<file path="config.mk">
export PLATFORM = sky130hd
export DESIGN_NAME = monomial_term_parser
export DESIGN_NICKNAME = d
export VERILOG_FILES = /design/src/mtp_pkg.sv /design/src/mtp_parse.sv /design/src/mtp_out_buf.sv /design/src/monomial_term_parser.sv
export SDC_FILE = /design/constraint.sdc
export NUM_CORES = 2
export LEC_CHECK = 0
export BUFFER_PORTS_ARGS = -buffer_cell sky130_fd_sc_hd__buf_2
export CORE_MARGIN = 5
export CORE_UTILIZATION = 45
export CTS_CLUSTER_DIAMETER = 30
export CTS_CLUSTER_SIZE = 10
export DETAILED_ROUTE_END_ITERATION = 12
export SKIP_CTS_REPAIR_TIMING = 1
export SYNTH_ARGS = -nofsm -noshare
export SYNTH_HDL_FRONTEND = slang
export SYNTH_SLANG_ARGS = --single-unit
</file>
<file path="constraint.sdc">
create_clock -name i_clk -period 8.73 [get_ports i_clk]
set_input_delay 0.4365 -clock i_clk [delete_from_list [all_inputs] [get_ports i_clk]]
set_output_delay 0.4365 -clock i_clk [all_outputs]
set_load 0.005 [all_outputs]
</file>
<file path="src/mtp_pkg.sv">
// ----------------------------------------------------------------------------
// mtp_pkg
// Shared types and constants for the monomial term parser.
// ----------------------------------------------------------------------------
package mtp_pkg;

    localparam int VALUE_WIDTH_DEF = 32;
    localparam int RES_W           = 32;
    localparam int CHAR_W          = 8;
    localparam int CFG_IDX_W       = 1;
    localparam int CFG_DATA_W      = 7;
    localparam int STEP_MAX        = 4;
    localparam int TDATA_OUT_W     = 112;
    localparam int TDATA_PAD_W     = TDATA_OUT_W - (3 * RES_W + CHAR_W + 1);

    localparam logic [CFG_IDX_W-1:0] CFG_FIRST_VAR  = 1'd0;
    localparam logic [CFG_IDX_W-1:0] CFG_SECOND_VAR = 1'd1;

    localparam logic [CFG_DATA_W-1:0] FIRST_VAR_RST  = 7'd120;
    localparam logic [CFG_DATA_W-1:0] SECOND_VAR_RST = 7'd121;

    localparam logic [CHAR_W-1:0] CH_HAT    = 8'h5E;
    localparam logic [CHAR_W-1:0] CH_LPAR   = 8'h28;
    localparam logic [CHAR_W-1:0] CH_RPAR   = 8'h29;
    localparam logic [CHAR_W-1:0] CH_HASH   = 8'h23;
    localparam logic [CHAR_W-1:0] CH_MINUS  = 8'h2D;
    localparam logic [CHAR_W-1:0] CH_PLUS   = 8'h2B;
    localparam logic [CHAR_W-1:0] CH_NL     = 8'h0A;
    localparam logic [CHAR_W-1:0] CH_TAB    = 8'h09;
    localparam logic [CHAR_W-1:0] CH_CR     = 8'h0D;
    localparam logic [CHAR_W-1:0] CH_SPACE  = 8'h20;
    localparam logic [CHAR_W-1:0] CH_ZERO   = 8'h30;
    localparam logic [CHAR_W-1:0] CH_NINE   = 8'h39;
    localparam logic [CHAR_W-1:0] CH_LOW_A  = 8'h61;
    localparam logic [CHAR_W-1:0] CH_LOW_Z  = 8'h7A;

    typedef enum logic [3:0] {
        PH_FACTOR      = 4'd0,
        PH_COEF        = 4'd1,
        PH_AFTER_VAR   = 4'd2,
        PH_AFTER_HAT   = 4'd3,
        PH_EXP_PRE     = 4'd4,
        PH_EXP_DIG     = 4'd5,
        PH_PAREN_SIGN  = 4'd6,
        PH_PAREN_PRE   = 4'd7,
        PH_PAREN_DIG   = 4'd8,
        PH_PAREN_CLOSE = 4'd9,
        PH_COMMENT     = 4'd10
    } t_phase;

    typedef enum logic [1:0] {
        ACC_KEEP,
        ACC_LOAD,
        ACC_APPEND,
        ACC_ZERO
    } t_acc_op;

    typedef enum logic [1:0] {
        ADD_NONE,
        ADD_ONE,
        ADD_ZERO,
        ADD_ACCUM
    } t_add_sel;

    typedef struct packed {
        logic              paren_error;
        logic              stopped_by_end;
        logic [CHAR_W-1:0] stop_char;
        logic [RES_W-1:0]  second_exponent;
        logic [RES_W-1:0]  first_exponent;
        logic [RES_W-1:0]  coefficient;
    } t_result;

endpackage

</file>
<file path="src/mtp_parse.sv">
// ----------------------------------------------------------------------------
// mtp_parse
// Per-character parse step: phase update, digit accumulation, exponent sums
// and coefficient product, all settled combinationally for each accepted character.
// ----------------------------------------------------------------------------
module mtp_parse #(
    parameter int VALUE_WIDTH = mtp_pkg::VALUE_WIDTH_DEF
) (
    input  logic                           i_clk,
    input  logic                           i_rst_n,
    input  logic                           i_cfg_wr_en,
    input  logic [mtp_pkg::CFG_IDX_W-1:0]  i_cfg_index,
    input  logic [mtp_pkg::CFG_DATA_W-1:0] i_cfg_wr_data,
    input  logic                           i_accept,
    input  logic [mtp_pkg::CHAR_W-1:0]     i_char,
    input  logic                           i_end,
    output logic                           o_emit,
    output mtp_pkg::t_result               o_result
);
    import mtp_pkg::*;

    localparam int VW = VALUE_WIDTH;

    logic [CFG_DATA_W-1:0] r_first_var;
    logic [CFG_DATA_W-1:0] r_second_var;

    t_phase        r_phase, r_ret;
    logic [VW-1:0] r_coef, r_accum, r_exp1, r_exp2;
    logic          r_neg, r_tgt, r_err;

    t_phase        n_phase, n_ret;
    logic          n_neg, n_tgt, done, skip;
    t_acc_op       acc_op;
    t_add_sel      add_sel;
    logic          add_neg, do_mul, err_set, emit;

    logic          is_blank, is_hash, is_nl, is_dig, is_hat, is_lpar, is_rpar;
    logic          is_minus, is_plus, is_lower, match1, match2;

    logic [VW-1:0]   dig_val, accum_x10, n_accum, add_val, add_term;
    logic [VW-1:0]   n_coef, n_exp1, n_exp2;
    logic [VW-1:0]   prod;
    logic [RES_W-1:0] coef_o, exp1_o, exp2_o;

    always_ff @(posedge i_clk) begin
        if (!i_rst_n) begin
            r_first_var  <= FIRST_VAR_RST;
            r_second_var <= SECOND_VAR_RST;
        end else if (i_cfg_wr_en) begin
            case (i_cfg_index)
                CFG_FIRST_VAR:  r_first_var  <= i_cfg_wr_data;
                CFG_SECOND_VAR: r_second_var <= i_cfg_wr_data;
                default: ;
            endcase
        end
    end

    always_comb begin
        is_blank = !i_end && (i_char inside {[CH_TAB:CH_CR], CH_SPACE});
        is_hash  = !i_end && (i_char == CH_HASH);
        is_nl    = !i_end && (i_char == CH_NL);
        is_dig   = !i_end && (i_char inside {[CH_ZERO:CH_NINE]});
        is_hat   = !i_end && (i_char == CH_HAT);
        is_lpar  = !i_end && (i_char == CH_LPAR);
        is_rpar  = !i_end && (i_char == CH_RPAR);
        is_minus = !i_end && (i_char == CH_MINUS);
        is_plus  = !i_end && (i_char == CH_PLUS);
        is_lower = !i_end && (i_char inside {[CH_LOW_A:CH_LOW_Z]});
        match1   = is_lower && (i_char[CFG_DATA_W-1:0] == r_first_var);
        match2   = is_lower && (i_char[CFG_DATA_W-1:0] == r_second_var);
    end

    // Phase walk: a character may be re-examined in up to STEP_MAX phases.
    always_comb begin
        n_phase = r_phase;
        n_ret   = r_ret;
        n_neg   = r_neg;
        n_tgt   = r_tgt;
        done    = 1'b0;
        skip    = 1'b0;
        acc_op  = ACC_KEEP;
        add_sel = ADD_NONE;
        add_neg = 1'b0;
        do_mul  = 1'b0;
        err_set = 1'b0;
        emit    = 1'b0;
        for (int k = 0; k < STEP_MAX; k++) begin
            if (!done) begin
                skip = n_phase inside {PH_FACTOR, PH_AFTER_VAR, PH_AFTER_HAT, PH_EXP_PRE,
                                       PH_PAREN_SIGN, PH_PAREN_PRE, PH_PAREN_CLOSE};
                done = 1'b1;
                if (skip && is_blank) begin
                end else if (skip && is_hash) begin
                    n_ret   = n_phase;
                    n_phase = PH_COMMENT;
                end else begin
                    case (n_phase)
                        PH_COMMENT: begin
                            if (is_nl) begin
                                n_phase = n_ret;
                            end else if (i_end) begin
                                n_phase = n_ret;
                                done    = 1'b0;
                            end
                        end
                        PH_COEF: begin
                            if (is_dig) begin
                                acc_op = ACC_APPEND;
                            end else begin
                                do_mul  = 1'b1;
                                n_phase = PH_FACTOR;
                                done    = 1'b0;
                            end
                        end
                        PH_AFTER_VAR: begin
                            if (is_hat) begin
                                n_phase = PH_AFTER_HAT;
                            end else begin
                                add_sel = ADD_ONE;
                                add_neg = n_neg;
                                n_neg   = 1'b0;
                                n_phase = PH_FACTOR;
                                done    = 1'b0;
                            end
                        end
                        PH_AFTER_HAT, PH_EXP_PRE: begin
                            if (n_phase == PH_AFTER_HAT && is_lpar) begin
                                n_neg   = 1'b0;
                                n_phase = PH_PAREN_SIGN;
                            end else if (is_dig) begin
                                acc_op  = ACC_LOAD;
                                n_phase = PH_EXP_DIG;
                            end else begin
                                add_sel = ADD_ZERO;
                                add_neg = n_neg;
                                n_neg   = 1'b0;
                                n_phase = PH_FACTOR;
                                done    = 1'b0;
                            end
                        end
                        PH_EXP_DIG: begin
                            if (is_dig) begin
                                acc_op = ACC_APPEND;
                            end else begin
                                add_sel = ADD_ACCUM;
                                add_neg = n_neg;
                                n_neg   = 1'b0;
                                n_phase = PH_FACTOR;
                                done    = 1'b0;
                            end
                        end
                        PH_PAREN_SIGN, PH_PAREN_PRE: begin
                            if (n_phase == PH_PAREN_SIGN && (is_minus || is_plus)) begin
                                acc_op  = ACC_ZERO;
                                n_neg   = is_minus;
                                n_phase = PH_PAREN_PRE;
                            end else if (is_dig) begin
                                acc_op  = ACC_LOAD;
                                n_phase = PH_PAREN_DIG;
                            end else begin
                                acc_op  = ACC_ZERO;
                                n_phase = PH_PAREN_CLOSE;
                                done    = 1'b0;
                            end
                        end
                        PH_PAREN_DIG: begin
                            if (is_dig) begin
                                acc_op = ACC_APPEND;
                            end else begin
                                n_phase = PH_PAREN_CLOSE;
                                done    = 1'b0;
                            end
                        end
                        PH_PAREN_CLOSE: begin
                            add_sel = (acc_op == ACC_ZERO) ? ADD_ZERO : ADD_ACCUM;
                            add_neg = n_neg;
                            n_neg   = 1'b0;
                            n_phase = PH_FACTOR;
                            if (!is_rpar) begin
                                err_set = 1'b1;
                                done    = 1'b0;
                            end
                        end
                        default: begin
                            if (is_dig) begin
                                acc_op  = ACC_LOAD;
                                n_phase = PH_COEF;
                            end else if (match1) begin
                                n_tgt   = 1'b0;
                                n_neg   = 1'b0;
                                n_phase = PH_AFTER_VAR;
                            end else if (match2) begin
                                n_tgt   = 1'b1;
                                n_neg   = 1'b0;
                                n_phase = PH_AFTER_VAR;
                            end else begin
                                emit = 1'b1;
                            end
                        end
                    endcase
                end
            end
        end
    end

    // Datapath: at most one digit, one exponent add and one multiply per transfer.
    always_comb begin
        dig_val   = VW'(i_char[3:0]);
        accum_x10 = (r_accum << 3) + (r_accum << 1);
        case (acc_op)
            ACC_LOAD:   n_accum = dig_val;
            ACC_APPEND: n_accum = accum_x10 + dig_val;
            ACC_ZERO:   n_accum = '0;
            default:    n_accum = r_accum;
        endcase
        case (add_sel)
            ADD_ONE:   add_val = VW'(1);
            ADD_ACCUM: add_val = r_accum;
            default:   add_val = '0;
        endcase
        add_term = add_neg ? (~add_val + VW'(1)) : add_val;
        n_exp1   = r_exp1;
        n_exp2   = r_exp2;
        if (add_sel != ADD_NONE) begin
            if (r_tgt) begin
                n_exp2 = r_exp2 + add_term;
            end else begin
                n_exp1 = r_exp1 + add_term;
            end
        end
        prod   = r_coef * r_accum;
        n_coef = do_mul ? prod : r_coef;
    end

    if (VW >= RES_W) begin : g_trunc
        assign coef_o = n_coef[RES_W-1:0];
        assign exp1_o = n_exp1[RES_W-1:0];
        assign exp2_o = n_exp2[RES_W-1:0];
    end else begin : g_ext
        assign coef_o = {{(RES_W-VW){1'b0}}, n_coef};
        assign exp1_o = {{(RES_W-VW){1'b0}}, n_exp1};
        assign exp2_o = {{(RES_W-VW){1'b0}}, n_exp2};
    end

    assign o_emit                   = i_accept && emit;
    assign o_result.coefficient     = coef_o;
    assign o_result.first_exponent  = exp1_o;
    assign o_result.second_exponent = exp2_o;
    assign o_result.stop_char       = i_end ? '0 : i_char;
    assign o_result.stopped_by_end  = i_end;
    assign o_result.paren_error     = r_err || err_set;

    always_ff @(posedge i_clk) begin
        if (!i_rst_n || (i_accept && emit)) begin
            r_phase <= PH_FACTOR;
            r_ret   <= PH_FACTOR;
            r_coef  <= VW'(1);
            r_accum <= '0;
            r_exp1  <= '0;
            r_exp2  <= '0;
            r_neg   <= 1'b0;
            r_tgt   <= 1'b0;
            r_err   <= 1'b0;
        end else if (i_accept) begin
            r_phase <= n_phase;
            r_ret   <= n_ret;
            r_coef  <= n_coef;
            r_accum <= n_accum;
            r_exp1  <= n_exp1;
            r_exp2  <= n_exp2;
            r_neg   <= n_neg;
            r_tgt   <= n_tgt;
            r_err   <= r_err || err_set;
        end
    end

endmodule

</file>
<file path="src/mtp_out_buf.sv">
// ----------------------------------------------------------------------------
// mtp_out_buf
// Two-entry result buffer; decouples the parser from downstream stalls.
// ----------------------------------------------------------------------------
module mtp_out_buf (
    input  logic             i_clk,
    input  logic             i_rst_n,
    input  logic             i_push,
    input  mtp_pkg::t_result i_data,
    output logic             o_ready,
    output logic             o_valid,
    output mtp_pkg::t_result o_data,
    input  logic             i_ready
);
    import mtp_pkg::*;

    t_result    r_slot0, r_slot1;
    logic [1:0] r_cnt;
    logic       pop;

    assign pop     = (r_cnt != 2'd0) && i_ready;
    assign o_ready = (r_cnt != 2'd2);
    assign o_valid = (r_cnt != 2'd0);
    assign o_data  = r_slot0;

    always_ff @(posedge i_clk) begin
        if (!i_rst_n) begin
            r_cnt <= 2'd0;
        end else begin
            case ({i_push, pop})
                2'b10:   r_cnt <= r_cnt + 2'd1;
                2'b01:   r_cnt <= r_cnt - 2'd1;
                default: r_cnt <= r_cnt;
            endcase
        end
    end

    always_ff @(posedge i_clk) begin
        if (pop) begin
            r_slot0 <= r_slot1;
        end
        if (i_push) begin
            if (r_cnt == 2'd0 || (r_cnt == 2'd1 && pop)) begin
                r_slot0 <= i_data;
            end else begin
                r_slot1 <= i_data;
            end
        end
    end

endmodule

</file>
<file path="src/monomial_term_parser.sv">
// ----------------------------------------------------------------------------
// monomial_term_parser
// Byte-stream parser for one monomial in two variables per result.
//
// Input stream: one character per transfer; tdata = char_code, tuser flags
// end of text in place of a character. Output stream: one transfer per
// parsed monomial (coefficient, two exponent sums, stop character, flags).
// The parse step handles each input transfer; the result of a character that
// ends a monomial is in the output buffer in the cycle after its transfer.
// One character is taken every cycle while the two-entry output buffer has
// room, so input keeps flowing while a result waits and stalls only when both
// entries are held by a stalled receiver. The user must set variable letters
// through the write port while the block is idle; the block does not enforce
// this. Reset (synchronous, active low) empties the buffer, restores the
// letters to 'x' and 'y' and starts a fresh monomial.
// ----------------------------------------------------------------------------
module monomial_term_parser #(
    parameter int VALUE_WIDTH = mtp_pkg::VALUE_WIDTH_DEF
) (
    input  logic                             i_clk,
    input  logic                             i_rst_n,
    input  logic                             i_cfg_wr_en,
    input  logic [mtp_pkg::CFG_IDX_W-1:0]    i_cfg_index,
    input  logic [mtp_pkg::CFG_DATA_W-1:0]   i_cfg_wr_data,
    input  logic                             s_axis_tvalid,
    output logic                             s_axis_tready,
    input  logic [mtp_pkg::CHAR_W-1:0]       s_axis_tdata,  // [7:0] char_code
    input  logic                             s_axis_tuser,  // [0] end_of_text
    output logic                             m_axis_tvalid,
    input  logic                             m_axis_tready,
    // [31:0] coefficient, [63:32] first_exponent, [95:64] second_exponent,
    // [103:96] stop_char, [104] paren_error, [111:105] zero
    output logic [mtp_pkg::TDATA_OUT_W-1:0]  m_axis_tdata,
    output logic                             m_axis_tuser   // [0] stopped_by_end
);
    import mtp_pkg::*;

    logic    accept, emit, buf_ready;
    t_result result, head;

    assign accept        = s_axis_tvalid && buf_ready;
    assign s_axis_tready = buf_ready;

    mtp_parse #(
        .VALUE_WIDTH(VALUE_WIDTH)
    ) u_parse (
        .i_clk        (i_clk),
        .i_rst_n      (i_rst_n),
        .i_cfg_wr_en  (i_cfg_wr_en),
        .i_cfg_index  (i_cfg_index),
        .i_cfg_wr_data(i_cfg_wr_data),
        .i_accept     (accept),
        .i_char       (s_axis_tdata),
        .i_end        (s_axis_tuser),
        .o_emit       (emit),
        .o_result     (result)
    );

    mtp_out_buf u_out_buf (
        .i_clk  (i_clk),
        .i_rst_n(i_rst_n),
        .i_push (emit),
        .i_data (result),
        .o_ready(buf_ready),
        .o_valid(m_axis_tvalid),
        .o_data (head),
        .i_ready(m_axis_tready)
    );

    assign m_axis_tdata = {{TDATA_PAD_W{1'b0}}, head.paren_error, head.stop_char,
                           head.second_exponent, head.first_exponent, head.coefficient};
    assign m_axis_tuser = head.stopped_by_end;

endmodule

</file>
Word level (Yosys, flattened, before mapping)
Index checks and enable logic that the tools add are counted.
{ "totals": {"ff_bits": 367, "out_inout_bits": 115, "wordCells": 518, "input_bits": 22} }
{ "op_classes": {"reduce_logical": 87, "n_eq_ne": 62, "n_mul": 1, "bitwise_logic": 3, "mux": 328, "order_cmp": 6, "add_sub_neg": 7} }
{ "op_table": {"columns": ["operator", "n"], "rows": [
  ["106-bit two-way mux", 3],
  ["4-bit two-way mux", 55],
  ["32-bit two-way mux", 6],
  ["1-bit two-way mux", 179],
  ["4-bit case mux with 7 select lines", 4],
  ["2-bit two-way mux", 54],
  ["32-bit adder", 3],
  ["32-bit case mux with 3 select lines", 1],
  ["4-bit by 3-bit == test with 1-bit output, second input constant", 16],
  ["2-bit case mux with 4 select lines", 8],
  ["32-bit case mux with 2 select lines", 1],
  ["4-bit == test, second input constant", 12],
  ["8-bit by 6-bit == test with 1-bit output, second input constant", 6],
  ["1-bit case mux with 6 select lines", 7],
  ["10-bit OR reduction", 4],
  ["3-bit OR reduction", 12],
  ["1-bit logical AND", 35],
  ["32-bit by 1-bit adder with 32-bit output, second input constant", 1],
  ["32-bit by 4-bit adder with 32-bit output", 1],
  ["4-bit by 2-bit == test with 1-bit output, second input constant", 8],
  ["32-bit by 32-bit multiplier with 32-bit output", 1],
  ["32-bit inverter", 1],
  ["7-bit nonzero test", 4],
  ["2-bit OR reduction", 12],
  ["27 further kinds", 60]
]} }

Longest topological paths before layout
{ "logic_depth": {"ltp_word": 41, "ltp_mapped": 40, "mapped_depth_nobuf": 34} }

By module
Synthesis repeated with hierarchy kept, for this count alone.
{ "unflattened": {"cells_unflattened": 4205, "area_unflattened_um2": 37718.7} }
{ "by_module_without_submodules": {"columns": ["module", "area_per_inst_um2", "n_inst", "cells_per_inst", "seq_area_each_um2"], "rows": [
  ["mtp_parse", 29492.0, 1, 3726, 3062.9],
  ["mtp_out_buf", 8164.1, 1, 470, 5345.1],
  ["monomial_term_parser", 62.6, 1, 9, 0.0]
]} }

Worst setup path before layout
OpenSTA, ideal clock, no wires.
{ "synth_timing": {"kind": "input port to flip-flop", "startpoint": "in s_axis_tdata[6] (netlist bit)", "endpoint": "reg u_out_buf.r_slot1[0] (netlist bit) (enable)", "slack_ns": -0.051, "cell_stages": 14, "required_ns": 8.148, "n_path_buf": 2, "setup_time_ns": 0.582, "t_arrival_ns": 8.199, "path_cell_list": "buf_6 > nor4b_2 > and3_1 > buf_2 > mux2_1 > nand4b_1 > a32o_2 > or2_4 > a221oi_2 > nand2_1 > a311o_2 > nor3_4 > o211ai_1 > nor2b_1"} }
{ "synth_via": {"elab_chain_len": 33, "word_cells_on_any_way": 189, "cone_classes": "order compare: 6; eq/ne: 40; mux: 93; reduce/logical: 50"} }
{ "synth_rtl": {"columns": ["element", "line", "source"], "rows": [
  ["from (decl)", "monomial_term_parser.sv:27", "input logic [mtp_pkg::CHAR_W-1:0] s_axis_tdata,"],
  ["parallel branches: the longest is 30 deep, another holds 8-bit by 7-bit greater-or-equal comparator with 1-bit output", null, null],
  ["1-bit two-way mux (*)", "mtp_parse.sv:88", "if (!done) begin"],
  ["1-bit logical AND (*)", "mtp_parse.sv:245", "assign o_emit = i_accept && emit;"],
  ["2-bit AND reduction (no line) (*)", null, null],
  ["to (signal assigned)", "mtp_out_buf.sv:46", "r_slot1 <= i_data;"],
  ["to (decl)", "mtp_out_buf.sv:17", "t_result r_slot0, r_slot1;"]
]} }
Every way passes the cells marked *.
A chain may end at the register's enable or synchronous reset.

==> impl_metrics.py <==
metrics = {
    "detailed_routing": {
        "wl_per_cell_um": 20.0,
        "routed-via-count": 30500,
        "drtPass1Iterations": 5,
        "route.detailed.drc": 0,
        "avgViaCountPerCell": 5.45,
        "drtIter0Drc": 2165,
        "drt-total-wl_um": 112000,
        "ant_nets": 0,
    },
    "setup_path": {
        "reg2reg_from": "u_parse.r_accum[7]",
        "cp-end-kind": "flip-flop",
        "startpoint": "u_parse.r_accum[7]",
        "crit_top_cell": "fa_1",
        "crit_end": "u_out_buf.o_data[30]",
        "cp.required_ps": 9230,
        "slowest_delay_ps": 870,
        "reg2reg_slack_ps": 340,
        "worstPathMaxFanout": 12,
        "r2r_cells": 27,
        "startpoint_type": "flip-flop",
        "crit_slowest_cell": "dfxtp_1",
        "regToRegEndpoint": "u_out_buf.o_data[30]",
        "worstSetupPathType": "flip-flop to flip-flop",
        "worst_ep_arrival_time_ps": 8900,
    },
    "sta": {
        "final_hold_viol_count": 0,
        "slew_violations": 0,
        "worst_slack_ps": 335,
        "fmax_mhz": 119,
        "period_share_pct": 96.2,
        "worstMarginPinSlew_ps": 1060,
        "fin_crit_ps": 8390,
        "setup_viol": 0,
        "finClkSkew_ps": 37.0,
        "max_slew_margin_pct": 29.0,
        "rsz0062_at_grt": "false",
    },
    "synthesis": {
        "yosys_warnings": 0,
        "ys_ff_latch": 367,
        "synth.avg_cell_area_um2": 8.65,
        "synth_edf_count": 106,
        "netlist_instances": 4308,
        "synth-seq-area-share_pct": 22.6,
        "yosysUniqueCellTypes": 101,
        "synthFlopType": "dfxtp_1",
        "async_reset_ff_share_pct": 0,
        "netlist_area_mm2": 0.0373,
    },
    "global_route": {
        "grt_pass1_wl_um": 178000,
        "track_usage_pct": 25.0,
        "grt_pass1_vias": 30900,
        "grt_max_degree": 84,
        "grt_remaining_overflow": 0,
        "antenna_found_initial": 3,
    },
    "layout": {
        "nFillCells": 7778,
        "drive_gt1_share_pct": 13.3,
        "syn_to_final_growth_pct": 13.9,
        "multi_input_area_mm2": 0.0259,
        "fin_area_mm2": 0.0425,
        "layout.area.seq_mm2": 0.00842,
        "final_cell_count_no_fill": 5586,
        "fin_nets": 5136,
    },
    "status": {
        "status": "completed",
    },
    "clocking": {
        "clock_latency_ps": 630,
        "cts_tree": "built",
        "cts_buffers": 73,
        "cts_buffer_depth": 3,
        "cts-root-buf": "clkbuf_16",
        "h-tree-depth": 3,
        "path_clk_slew_ps": 50,
        "clkSinkCount": 367,
    },
    "die": {
        "die_x_um": 298,
        "die_h_um": 298,
        "io_pins": 137,
        "start_util_pct": 45.4,
        "row_count": 105,
        "dieArea_mm2": 0.0887,
        "coreArea_mm2": 0.0821,
    },
    "job": {
        "cap_violations": 0,
    },
    "placed_design": {
        "port_buffers": 129,
        "dp_cells": 5449,
        "place_area_mm2": 0.0398,
        "dp_slack_ps": -7.20,
        "finalWeightedCongestion": 0.948,
        "dp_hpwl_um": 84900,
    },
    "hold_path": {
        "hold_path.class": "input pin to flip-flop",
        "hold_depth": 3,
    },
    "power": {
        "power.leakage_nw": 19.8,
        "ir_worst_vdd_v": 0.000247,
        "power_density_mw_per_mm2": 176,
    },
}
==> power breakdown <==
group | internal, mW | total (mW) | leakage [nW] | switching, mW
clock network | 1.75 | 2.78 | 1.21 | 1.03
logic | 0.812 | 2.22 | 15.5 | 1.41
registers | 2.21 | 2.48 | 3.13 | 0.268
total | 4.78 | 7.49 | 19.8 | 2.71
==> layer usage <==
metal	vias up	track usage (%)	part of all wire, %
met1	15000	35.5	46
met5	-	0	0
met4	0	6.26	2.4
met3	159	3.36	6.0
li1	14400	-	-
met2	902	40.7	46
==> cell families (layout without fill, tap and decap cells) <==
group | count (synthesis) | after routing | share of synthesized area, %
other | 1 | 9 | 0.0101
adder cells (fa/ha/maj) | 660 | 660 | 30.5
multiplexers | 170 | 170 | 4.81
XOR/XNOR | 183 | 183 | 4.30
AND/OR/NAND/NOR | 1391 | 1391 | 17.0
buffers and inverters | 824 | 1024 | 8.51
AO/OA/AOI/OAI | 712 | 712 | 12.4
flip-flops | 367 | 367 | 22.6
==> layout make-up <==
cell class	count	area share, %
clock inverter	40	1.05
clock buffer	95	4.89
antenna	2	0.0118
multi-input combinational	3123	61.0
tap	1070	3.15
sequential	367	19.8
inverter	561	4.97
timing repair buffer	328	5.14
==> per-stage QoR <==
stage                     hold WS [ps]  total power, mW  setup TNS, ps  utilization [%]
after floorplan                    436             3.75              0                -
after global placement             446             4.71              0             48.5
after detailed placement           466             4.71          -7.20             48.5
after CTS                         31.8             7.52              0             51.6
after global routing              54.3             7.89              0             51.7
final                             60.1             7.49              0             51.7
==> worst min-delay path by stage <==
stage                  startpoint  slack [ps]                      to
3_5_place_dp   u_parse.r_exp2[12]         470      u_parse.r_exp2[12]
4_1_cts          i_cfg_wr_data[6]          30  u_parse.r_first_var[6]
3_3_place_gp        u_parse.r_neg         450           u_parse.r_neg
6_report         i_cfg_wr_data[4]          60  u_parse.r_first_var[4]
5_1_grt          i_cfg_wr_data[6]          50  u_parse.r_first_var[6]
2_1_floorplan       u_parse.r_neg         440           u_parse.r_neg
==> cell usage in the layout (no fill, tap or decap), types with 129 or more instances in the layout <==
cell / count
ha_1: 248
xnor2_1: 145
nand2_1: 753
nor2_1: 188
buf_2: 129
o21ai_0: 137
buf_4: 195
a21oi_1: 232
fa_1: 412
inv_1: 559
dfxtp_1: 257
==> worst max-delay path, delay by kind of cell (launching register included) <==
kind	cells	cell delay, ps
flops	1	870
fa+ha+maj	9	4260
mux	2	570
buf+inv	6	430
compound gates	7	1540
xor+xnor	1	190
simple gates	2	380
==> flip-flops by register name, summed over array words and instances, names as in the netlist, 7 cells and up <==
name,flops
u_parse.r_exp1,32
u_out_buf.r_slot1,106
u_parse.r_second_var,7
u_parse.r_coef,32
u_parse.r_first_var,7
u_parse.r_accum,32
u_parse.r_exp2,32
u_out_buf.o_data,106
==> cell usage after synthesis (64+ instances only) <==
cell type	number	area, um2
a211oi_1	70	526
a21oi_1	233	1170
and2_1	122	763
clkbuf_1	201	754
dfxtp_1	261	5230
edfxtp_1	106	3180
fa_1	412	8250
ha_1	248	3100
inv_1	559	2100
mux2_2	71	800
mux2i_1	97	971
nand2_1	754	2830
nor2_1	194	728
nor3_1	64	320
o21ai_0	139	696
xnor2_1	145	1270
Power figures use the tool's default switching activity.
